<file path="config.mk">
export PLATFORM = sky130hd
export DESIGN_NAME = tag_attribute_value_extractor
export DESIGN_NICKNAME = d
export VERILOG_FILES = /design/src/tave_pkg.sv /design/src/tave_cfg.sv /design/src/tave_core.sv /design/src/tag_attribute_value_extractor.sv
export SDC_FILE = /design/constraint.sdc
export NUM_CORES = 1
export LEC_CHECK = 0
export ABC_AREA = 0
export ABC_CLOCK_PERIOD_IN_PS = 3600
export BUFFER_PORTS_ARGS = -buffer_cell sky130_fd_sc_hd__buf_4
export CAP_MARGIN = 40
export CORE_ASPECT_RATIO = 1.25
export CORE_UTILIZATION = 55
export DETAILED_ROUTE_END_ITERATION = 8
export GPL_TIMING_DRIVEN = 0
export PLACE_DENSITY_LB_ADDON = 0.2
export SLEW_MARGIN = 0
export SYNTH_ARGS = -nofsm -noshare
export SYNTH_HDL_FRONTEND = slang
export SYNTH_HIERARCHICAL = 1
export SYNTH_SLANG_ARGS = --single-unit
</file>
<file path="constraint.sdc">
create_clock -name i_clk -period 3.6 [get_ports i_clk]
set_input_delay 0.36 -clock i_clk [delete_from_list [all_inputs] [get_ports i_clk]]
set_output_delay 0.36 -clock i_clk [all_outputs]
set_load 0.05 [all_outputs]
</file>
<file path="src/tave_pkg.sv">
`timescale 1ns / 1ps

package tave_pkg;

    localparam int PATTERN_MAX_BYTES = 8;
    localparam int PATTERN_BITS      = PATTERN_MAX_BYTES * 8;
    localparam int MATCH_IDX_BITS    = (PATTERN_MAX_BYTES > 1) ? $clog2(PATTERN_MAX_BYTES) : 1;
    localparam int LENGTH_BITS       = 4;
    localparam int COUNT_BITS        = 16;
    localparam int APB_ADDR_BITS     = 4;
    localparam int APB_DATA_BITS     = 64;

    localparam logic [PATTERN_BITS-1:0] PATTERN_RESET = PATTERN_BITS'(64'd1717924456);
    localparam logic [LENGTH_BITS-1:0]  LENGTH_RESET  = LENGTH_BITS'(4);

    localparam logic [7:0] CHAR_SPACE = 8'h20;
    localparam logic [7:0] CHAR_LT    = 8'h3C;
    localparam logic [7:0] CHAR_EQ    = 8'h3D;
    localparam logic [7:0] CHAR_GT    = 8'h3E;

    typedef enum logic [7:0] {
        ST_IDLE     = 8'b0000_0001,
        ST_AFTER_LT = 8'b0000_0010,
        ST_NAME     = 8'b0000_0100,
        ST_WORD     = 8'b0000_1000,
        ST_MATCHED  = 8'b0001_0000,
        ST_AFTER_EQ = 8'b0010_0000,
        ST_VALUE    = 8'b0100_0000,
        ST_ENDED    = 8'b1000_0000
    } t_scan_state;

    typedef enum logic [2:0] {
        CL_SPACE = 3'd0,
        CL_LT    = 3'd1,
        CL_TAG   = 3'd2,
        CL_EQ    = 3'd3,
        CL_GT    = 3'd4,
        CL_OTHER = 3'd5,
        CL_END   = 3'd6
    } t_char_class;

    typedef enum logic [1:0] {
        OUT_MORE    = 2'd0,
        OUT_LAST    = 2'd1,
        OUT_EMPTY   = 2'd2,
        OUT_ABANDON = 2'd3
    } t_outcome;

    typedef struct packed {
        logic [PATTERN_BITS-1:0] pattern;
        logic [LENGTH_BITS-1:0]  length;
    } t_cfg;

    typedef struct packed {
        logic                  valid;
        logic [7:0]            value_byte;
        t_outcome              outcome;
        logic [COUNT_BITS-1:0] value_number;
    } t_result;

    function automatic t_scan_state next_scan(input t_scan_state st, input t_char_class cls);
        t_scan_state nx;
        nx = ST_ENDED;
        if (cls == CL_END) begin
            nx = ST_ENDED;
        end else if (cls == CL_GT) begin
            nx = ST_IDLE;
        end else begin
            unique case (st)
                ST_IDLE: begin
                    nx = (cls == CL_LT) ? ST_AFTER_LT : ST_IDLE;
                end
                ST_AFTER_LT: begin
                    case (cls) inside
                        CL_SPACE: nx = ST_NAME;
                        CL_OTHER: nx = ST_WORD;
                        default:  nx = ST_AFTER_LT;
                    endcase
                end
                ST_NAME: begin
                    case (cls) inside
                        CL_SPACE:     nx = ST_NAME;
                        CL_TAG:       nx = ST_MATCHED;
                        CL_LT, CL_EQ: nx = ST_AFTER_LT;
                        default:      nx = ST_IDLE;
                    endcase
                end
                ST_WORD: begin
                    case (cls) inside
                        CL_SPACE: nx = ST_NAME;
                        CL_LT:    nx = ST_AFTER_LT;
                        default:  nx = ST_WORD;
                    endcase
                end
                ST_MATCHED: begin
                    case (cls) inside
                        CL_SPACE: nx = ST_MATCHED;
                        CL_LT:    nx = ST_AFTER_LT;
                        CL_EQ:    nx = ST_AFTER_EQ;
                        default:  nx = ST_WORD;
                    endcase
                end
                ST_AFTER_EQ: begin
                    nx = (cls == CL_SPACE) ? ST_AFTER_EQ : ST_VALUE;
                end
                ST_VALUE: begin
                    nx = (cls == CL_SPACE) ? ST_NAME : ST_VALUE;
                end
                default: begin
                    nx = ST_ENDED;
                end
            endcase
        end
        return nx;
    endfunction

endpackage

</file>
<file path="src/tave_cfg.sv">
`timescale 1ns / 1ps

module tave_cfg (
    input  logic                                i_clk,
    input  logic                                i_rst_n,
    input  logic                                psel,
    input  logic                                penable,
    input  logic                                pwrite,
    input  logic [tave_pkg::APB_ADDR_BITS-1:0]  paddr,
    input  logic [tave_pkg::APB_DATA_BITS-1:0]  pwdata,
    output logic [tave_pkg::APB_DATA_BITS-1:0]  prdata,
    output logic                                pready,
    output tave_pkg::t_cfg                      o_cfg
);

    tave_pkg::t_cfg r_cfg;
    logic           wr_en;

    // Registers sit at byte addresses 0 and 8, so address bit 3 selects one.
    assign wr_en  = psel && penable && pwrite;
    assign pready = 1'b1;

    always_ff @(posedge i_clk) begin
        if (!i_rst_n) begin
            r_cfg.pattern <= tave_pkg::PATTERN_RESET;
            r_cfg.length  <= tave_pkg::LENGTH_RESET;
        end else if (wr_en) begin
            if (paddr[3]) begin
                r_cfg.length <= pwdata[tave_pkg::LENGTH_BITS-1:0];
            end else begin
                r_cfg.pattern <= pwdata[tave_pkg::PATTERN_BITS-1:0];
            end
        end
    end

    always_comb begin
        prdata = '0;
        if (paddr[3]) begin
            prdata[tave_pkg::LENGTH_BITS-1:0] = r_cfg.length;
        end else begin
            prdata[tave_pkg::PATTERN_BITS-1:0] = r_cfg.pattern;
        end
    end

    assign o_cfg = r_cfg;

endmodule

</file>
<file path="src/tave_core.sv">
`timescale 1ns / 1ps

module tave_core (
    input  logic                i_clk,
    input  logic                i_rst_n,
    input  logic                i_fire,
    input  logic [7:0]          i_text_byte,
    input  logic                i_end_of_text,
    input  tave_pkg::t_cfg      i_cfg,
    output tave_pkg::t_result   o_result
);

    localparam int IW = tave_pkg::MATCH_IDX_BITS;
    localparam int CW = tave_pkg::COUNT_BITS;

    tave_pkg::t_scan_state r_state, n_state;
    logic [IW-1:0]         r_match_idx, n_match_idx;
    logic [7:0]            r_held_byte, n_held_byte;
    logic [CW-1:0]         r_value_count, n_value_count;

    tave_pkg::t_char_class cls;
    tave_pkg::t_result     res;
    logic                  is_end;
    logic                  is_match;
    logic [7:0]            pat_byte;
    logic [tave_pkg::LENGTH_BITS-1:0] eff_len;
    logic [tave_pkg::LENGTH_BITS-1:0] idx_next;

    always_comb begin
        if (i_cfg.length == '0) begin
            eff_len = tave_pkg::LENGTH_BITS'(1);
        end else if (i_cfg.length > tave_pkg::LENGTH_BITS'(tave_pkg::PATTERN_MAX_BYTES)) begin
            eff_len = tave_pkg::LENGTH_BITS'(tave_pkg::PATTERN_MAX_BYTES);
        end else begin
            eff_len = i_cfg.length;
        end
    end

    assign pat_byte = i_cfg.pattern[r_match_idx*8 +: 8];
    assign idx_next = tave_pkg::LENGTH_BITS'(r_match_idx) + tave_pkg::LENGTH_BITS'(1);
    assign is_end   = i_end_of_text || (i_text_byte == 8'd0);

    always_comb begin
        if (is_end) begin
            cls = tave_pkg::CL_END;
        end else if (r_state == tave_pkg::ST_NAME && r_match_idx != '0) begin
            cls = tave_pkg::CL_OTHER;
        end else if (i_text_byte == tave_pkg::CHAR_SPACE) begin
            cls = tave_pkg::CL_SPACE;
        end else if (i_text_byte == tave_pkg::CHAR_LT) begin
            cls = tave_pkg::CL_LT;
        end else if (i_text_byte == tave_pkg::CHAR_EQ) begin
            cls = tave_pkg::CL_EQ;
        end else if (i_text_byte == tave_pkg::CHAR_GT) begin
            cls = tave_pkg::CL_GT;
        end else begin
            cls = tave_pkg::CL_OTHER;
        end
    end

    assign is_match = (r_state == tave_pkg::ST_NAME) && (cls == tave_pkg::CL_OTHER)
                      && (i_text_byte == pat_byte);

    always_comb begin
        tave_pkg::t_char_class fcls;
        fcls          = cls;
        n_state       = r_state;
        n_match_idx   = r_match_idx;
        n_held_byte   = r_held_byte;
        n_value_count = r_value_count;
        res           = '0;
        res.outcome   = tave_pkg::OUT_MORE;
        if (r_state != tave_pkg::ST_ENDED) begin
            if (is_match && idx_next < eff_len) begin
                n_match_idx = IW'(idx_next);
            end else begin
                if (is_match) begin
                    fcls = tave_pkg::CL_TAG;
                end
                n_match_idx = '0;
                if (r_state == tave_pkg::ST_AFTER_EQ) begin
                    if (fcls == tave_pkg::CL_GT) begin
                        n_value_count = r_value_count + CW'(1);
                        res.valid     = 1'b1;
                        res.outcome   = tave_pkg::OUT_EMPTY;
                    end else if (fcls != tave_pkg::CL_SPACE && fcls != tave_pkg::CL_END) begin
                        n_held_byte = i_text_byte;
                    end
                end else if (r_state == tave_pkg::ST_VALUE) begin
                    res.valid      = 1'b1;
                    res.value_byte = r_held_byte;
                    if (fcls == tave_pkg::CL_SPACE || fcls == tave_pkg::CL_GT) begin
                        n_value_count = r_value_count + CW'(1);
                        res.outcome   = tave_pkg::OUT_LAST;
                    end else if (fcls == tave_pkg::CL_END) begin
                        res.outcome   = tave_pkg::OUT_ABANDON;
                    end else begin
                        res.outcome   = tave_pkg::OUT_MORE;
                        n_held_byte   = i_text_byte;
                    end
                end
                n_state = tave_pkg::next_scan(r_state, fcls);
            end
        end
        res.value_number = n_value_count;
    end

    always_ff @(posedge i_clk) begin
        if (!i_rst_n) begin
            r_state       <= tave_pkg::ST_IDLE;
            r_match_idx   <= '0;
            r_held_byte   <= '0;
            r_value_count <= '0;
        end else if (i_fire) begin
            r_state       <= n_state;
            r_match_idx   <= n_match_idx;
            r_held_byte   <= n_held_byte;
            r_value_count <= n_value_count;
        end
    end

    assign o_result = res;

endmodule

</file>
<file path="src/tag_attribute_value_extractor.sv">
`timescale 1ns / 1ps
// A request is held in the input register and its result is then written to the result
// register. Throughput: one request per cycle while the output is not stalled; the scan
// state is updated between the input register and the result register.
// Reset is synchronous and active low; it clears the scan state, the value count,
// both handshake registers and restores the default pattern and length.

module tag_attribute_value_extractor (
    input  logic                                i_clk,
    input  logic                                i_rst_n,
    input  logic                                i_in_valid,
    output logic                                o_in_ready,
    input  logic [7:0]                          i_text_byte,
    input  logic                                i_end_of_text,
    output logic                                o_out_valid,
    input  logic                                i_out_ready,
    output logic [7:0]                          o_value_byte,
    output logic [1:0]                          o_outcome,
    output logic [15:0]                         o_value_number,
    input  logic                                psel,
    input  logic                                penable,
    input  logic                                pwrite,
    input  logic [tave_pkg::APB_ADDR_BITS-1:0]  paddr,
    input  logic [tave_pkg::APB_DATA_BITS-1:0]  pwdata,
    output logic [tave_pkg::APB_DATA_BITS-1:0]  prdata,
    output logic                                pready
);

    tave_pkg::t_cfg    cfg;
    tave_pkg::t_result result;

    logic       r_in_valid;
    logic [7:0] r_text_byte;
    logic       r_end_of_text;
    logic       fire;

    tave_pkg::t_result r_out;

    assign fire       = r_in_valid && (!r_out.valid || i_out_ready);
    assign o_in_ready = !r_in_valid || fire;

    always_ff @(posedge i_clk) begin
        if (!i_rst_n) begin
            r_in_valid <= 1'b0;
        end else if (o_in_ready) begin
            r_in_valid <= i_in_valid;
        end
    end

    always_ff @(posedge i_clk) begin
        if (o_in_ready && i_in_valid) begin
            r_text_byte   <= i_text_byte;
            r_end_of_text <= i_end_of_text;
        end
    end

    tave_cfg u_cfg (
        .i_clk   (i_clk),
        .i_rst_n (i_rst_n),
        .psel    (psel),
        .penable (penable),
        .pwrite  (pwrite),
        .paddr   (paddr),
        .pwdata  (pwdata),
        .prdata  (prdata),
        .pready  (pready),
        .o_cfg   (cfg)
    );

    tave_core u_core (
        .i_clk         (i_clk),
        .i_rst_n       (i_rst_n),
        .i_fire        (fire),
        .i_text_byte   (r_text_byte),
        .i_end_of_text (r_end_of_text),
        .i_cfg         (cfg),
        .o_result      (result)
    );

    always_ff @(posedge i_clk) begin
        if (!i_rst_n) begin
            r_out <= '0;
        end else if (fire) begin
            r_out <= result;
        end else if (i_out_ready) begin
            r_out.valid <= 1'b0;
        end
    end

    assign o_out_valid    = r_out.valid;
    assign o_value_byte   = r_out.value_byte;
    assign o_outcome      = r_out.outcome;
    assign o_value_number = r_out.value_number;

endmodule

</file>
==> qor.txt <==
Sequential share of the synthesized area: 37.5%
Seq pwr share: 41.4%
Routed WL: 21.4 mm
Fin crit period: 2980 ps
P&R area growth vs syn: 27.8%
Vias: 6,854
Post-CTS Hold Fix Bufs: 0
CP delay by family, top: buffers and inverters
Logic pwr share: 10.6%
WS Path Type: reg2reg
R2R Setup Slk: 620 ps
CP max FO: 10
Final count of hold timing violations: 0
Layout Nets: 1,157
CP Buf/Inv Count: 2
Initial antenna violation count: 0
CP Launch Type: register
Worst Setup End Kind: register
IO Pins: 177
DP HPWL: 16.0 mm
Rows: 48
Hold crit path type: in2reg
Most instantiated cells after synthesis: 194 x nand2_1, 131 x dfxtp_1, 131 x mux2i_1, 98 x nor2b_1, 38 x nor2_1
Clock slew at reported path FFs: 60 ps
DRC Markers: 0
Total CTS buffers: 17
Reg area: 2890 µm²
Layout cells sized above 1: 23.7%
Vert. Die Dim: 134 µm
Unrepaired setup endpoints after global routing: no
Peak Freq: 336 MHz
Relative slew slack: 61.6%
Synth cell types: 64
CP max-delay cell: nor4_4
Vias in the first global route: 6,528
Delay of the slowest cell on the worst path: 380 ps
CP Cell Sequence: clkbuf_1, buf_2, mux4_2, mux2i_1, xor2_1, nand3_1, nor4_4, a21oi_2, o221a_1
Initial Utilization: 56.1%
Synth top area cells: dfxtp_1 34%, mux2i_1 17%, nand2_1 9.4%, nor2b_1 8.0%, edfxtp_1 3.5%
Leak: 3.94 nW
CTS root buffer: clkbuf_16
Post-route setup TNS: 0 ps
Sw Pwr: 0.000943 W
Placement Setup Slack: 671 ps
Final WS setup: 624 ps
Data arrival, critical path: 3300 ps
Initial drt markers: 356
Die X: 108 µm
Post-synthesis net count: 966
Post-synth top area share: 34.0%
Crit share post-route: 82.7%
Gr usage total: 30.1%
Internal Power: 0.00299 W
Largest net degree at the start of global routing: 17
Asr flop ratio synth: 0%
Max-slew violation count: 0
Clock Latency Late Sink: 430 ps
Max VDD drop: 0.272 mV
Primary FF master, synth: dfxtp_1
Synth warnings: 6
Final GP Congestion: 0.880
I/O Buffers: 172
Ant diodes: 0
Core area: 13,800 µm²
Synthesized instance count: 876
DRT antenna net count: 0
Clk network pwr share: 48.0%
DR pass1 iterations: 5
# clock sinks: 140
Multi-input logic area: 4450 µm²
Hold slack: 102 ps
Cell with the most instances after synthesis: nand2_1
Synthesis-stage register bit count: 140
Area of the mapped netlist: 7710 µm²
First-pass GRT wire length: 32.9 mm
Max Root-Sink Buffers: 2
Worst-Margin Slew: 575 ps
CTS resizes: 0
EDFF count, synth: 9
Post-CTS Setup Bufs: 0
Depth of the CTS H-tree: 4
Die Area: 14,500 µm²
Syn Area/Cell: 8.80 µm²
Endpoints failing setup: 0
Fillers: 1,099
Outcome: complete, no violations
Worst clock skew: 7.21 ps
Pwr dens: 399 nW/µm²
Req. time, crit path: 3920 ps
CTS tree: built
Switching Fraction: 24.0%
Gr ovfl total: 0
Max Cap Viol: 0
Synth area leader: dfxtp_1
Vias per cell: 5.47
DR WL/cell: 17.1 µm
[cells by family after synthesis]
group	after synthesis	share of synthesized area, %
AND/OR/NAND/NOR	416	27.0
multiplexers	143	19.8
flip-flops	140	37.5
AO/OA/AOI/OAI	76	6.41
buffers and inverters	63	4.77
XOR/XNOR	31	3.52
adder cells (fa/ha/maj)	6	0.974
other	1	0.0486
[power by group through the flow]
stage | Clock (W) | Combinational (W) | Sequential (W)
2_1_floorplan | 0 | 0.000258 | 0.00165
3_3_place_gp | 0 | 0.000409 | 0.00166
3_5_place_dp | 0 | 0.000411 | 0.00166
4_1_cts | 0.00190 | 0.000414 | 0.00162
5_1_grt | 0.00198 | 0.000442 | 0.00163
6_report | 0.00189 | 0.000416 | 0.00163
[sequential cells by signal (all words and copies together), names as in the netlist]
name,cells
u_cfg/o_cfg,68
o_value_number,16
u_core/r_value_count,16
o_value_byte,8
r_text_byte,8
u_core/r_held_byte,8
u_core/r_state,8
u_core/r_match_idx,3
o_outcome,2
o_out_valid,1
r_end_of_text,1
r_in_valid,1
[stage by stage]
| step | instances | power, W | area [µm²] | util (%) |
|---|---|---|---|---|
| finish | 1254 | 0.00393 | 9850 | 71.6 |
| global route | 1254 | 0.00405 | 9850 | 71.6 |
| CTS | 1254 | 0.00394 | 9850 | 71.6 |
| detailed placement | 1223 | 0.00207 | 9220 | 67.0 |
| global placement | 1223 | 0.00207 | 9220 | 67.0 |
| floorplan | 876 | 0.00190 | 7710 | - |
[final cells by class]
type / count / share of cell area, %
buffer: 57 / 3.51
clock buffer: 19 / 4.39
clock inverter: 12 / 2.01
inverter: 6 / 0.229
multi-input combinational: 673 / 45.2
sequential: 140 / 29.4
tap: 175 / 2.22
timing repair buffer: 172 / 13.1
[per-layer routing]
layer	global-route usage (%)	share of wire, %	vias to the layer above	wire length [µm]
met4	17.6	4.5	0	964
met3	7.43	5.4	65	1150
met5	0	0	-	0
met2	53.8	52	242	11200
met1	31.7	38	3187	8110
li1	-	-	3360	-
[path summary, 6_finish.rpt]
| path | end | startpoint | cells after the start |
|---|---|---|---|
| hold reg to reg | o_value_number[0]$_SDFFE_PN0P_ | o_value_number[0]$_SDFFE_PN0P_ | 2 |
| setup / recovery | u_core/r_state[4]$_SDFFE_PN0P_ | u_core/r_match_idx[2]$_SDFFE_PN0P_ | 9 |
| setup reg to reg | u_core/r_state[4]$_SDFFE_PN0P_ | u_core/r_match_idx[2]$_SDFFE_PN0P_ | 9 |
| hold / removal | r_text_byte[1]$_DFFE_PP_ | i_text_byte[1] | 1 |
[placed cells by master (no fill, tap or decap), types with 3 or more instances in the layout]
master     instances
nor4_1             3
nand3_1           12
or3_1              9
nor3_1            11
bufinv_16          5
xnor2_1            8
a211oi_1           3
mux4_2             7
mux2i_1          131
o21a_1             4
clkinv_2           3
o21ai_0           15
mux2_2             4
and3_1             8
nand4_1            8
inv_1              5
nor2b_1           98
and2_1            11
a21oi_1           21
clkbuf_1          29
buf_4            177
buf_6             13
a31oi_1            3
a22oi_1            8
nand2b_1           4
xor2_1            23
dfxtp_1          131
nand2_1          194
o21ai_1            4
nor2_1            38
buf_2             12
clkbuf_16         17
ha_1               6
edfxtp_1           9
Note: power is estimated with default switching activity, not from simulation.
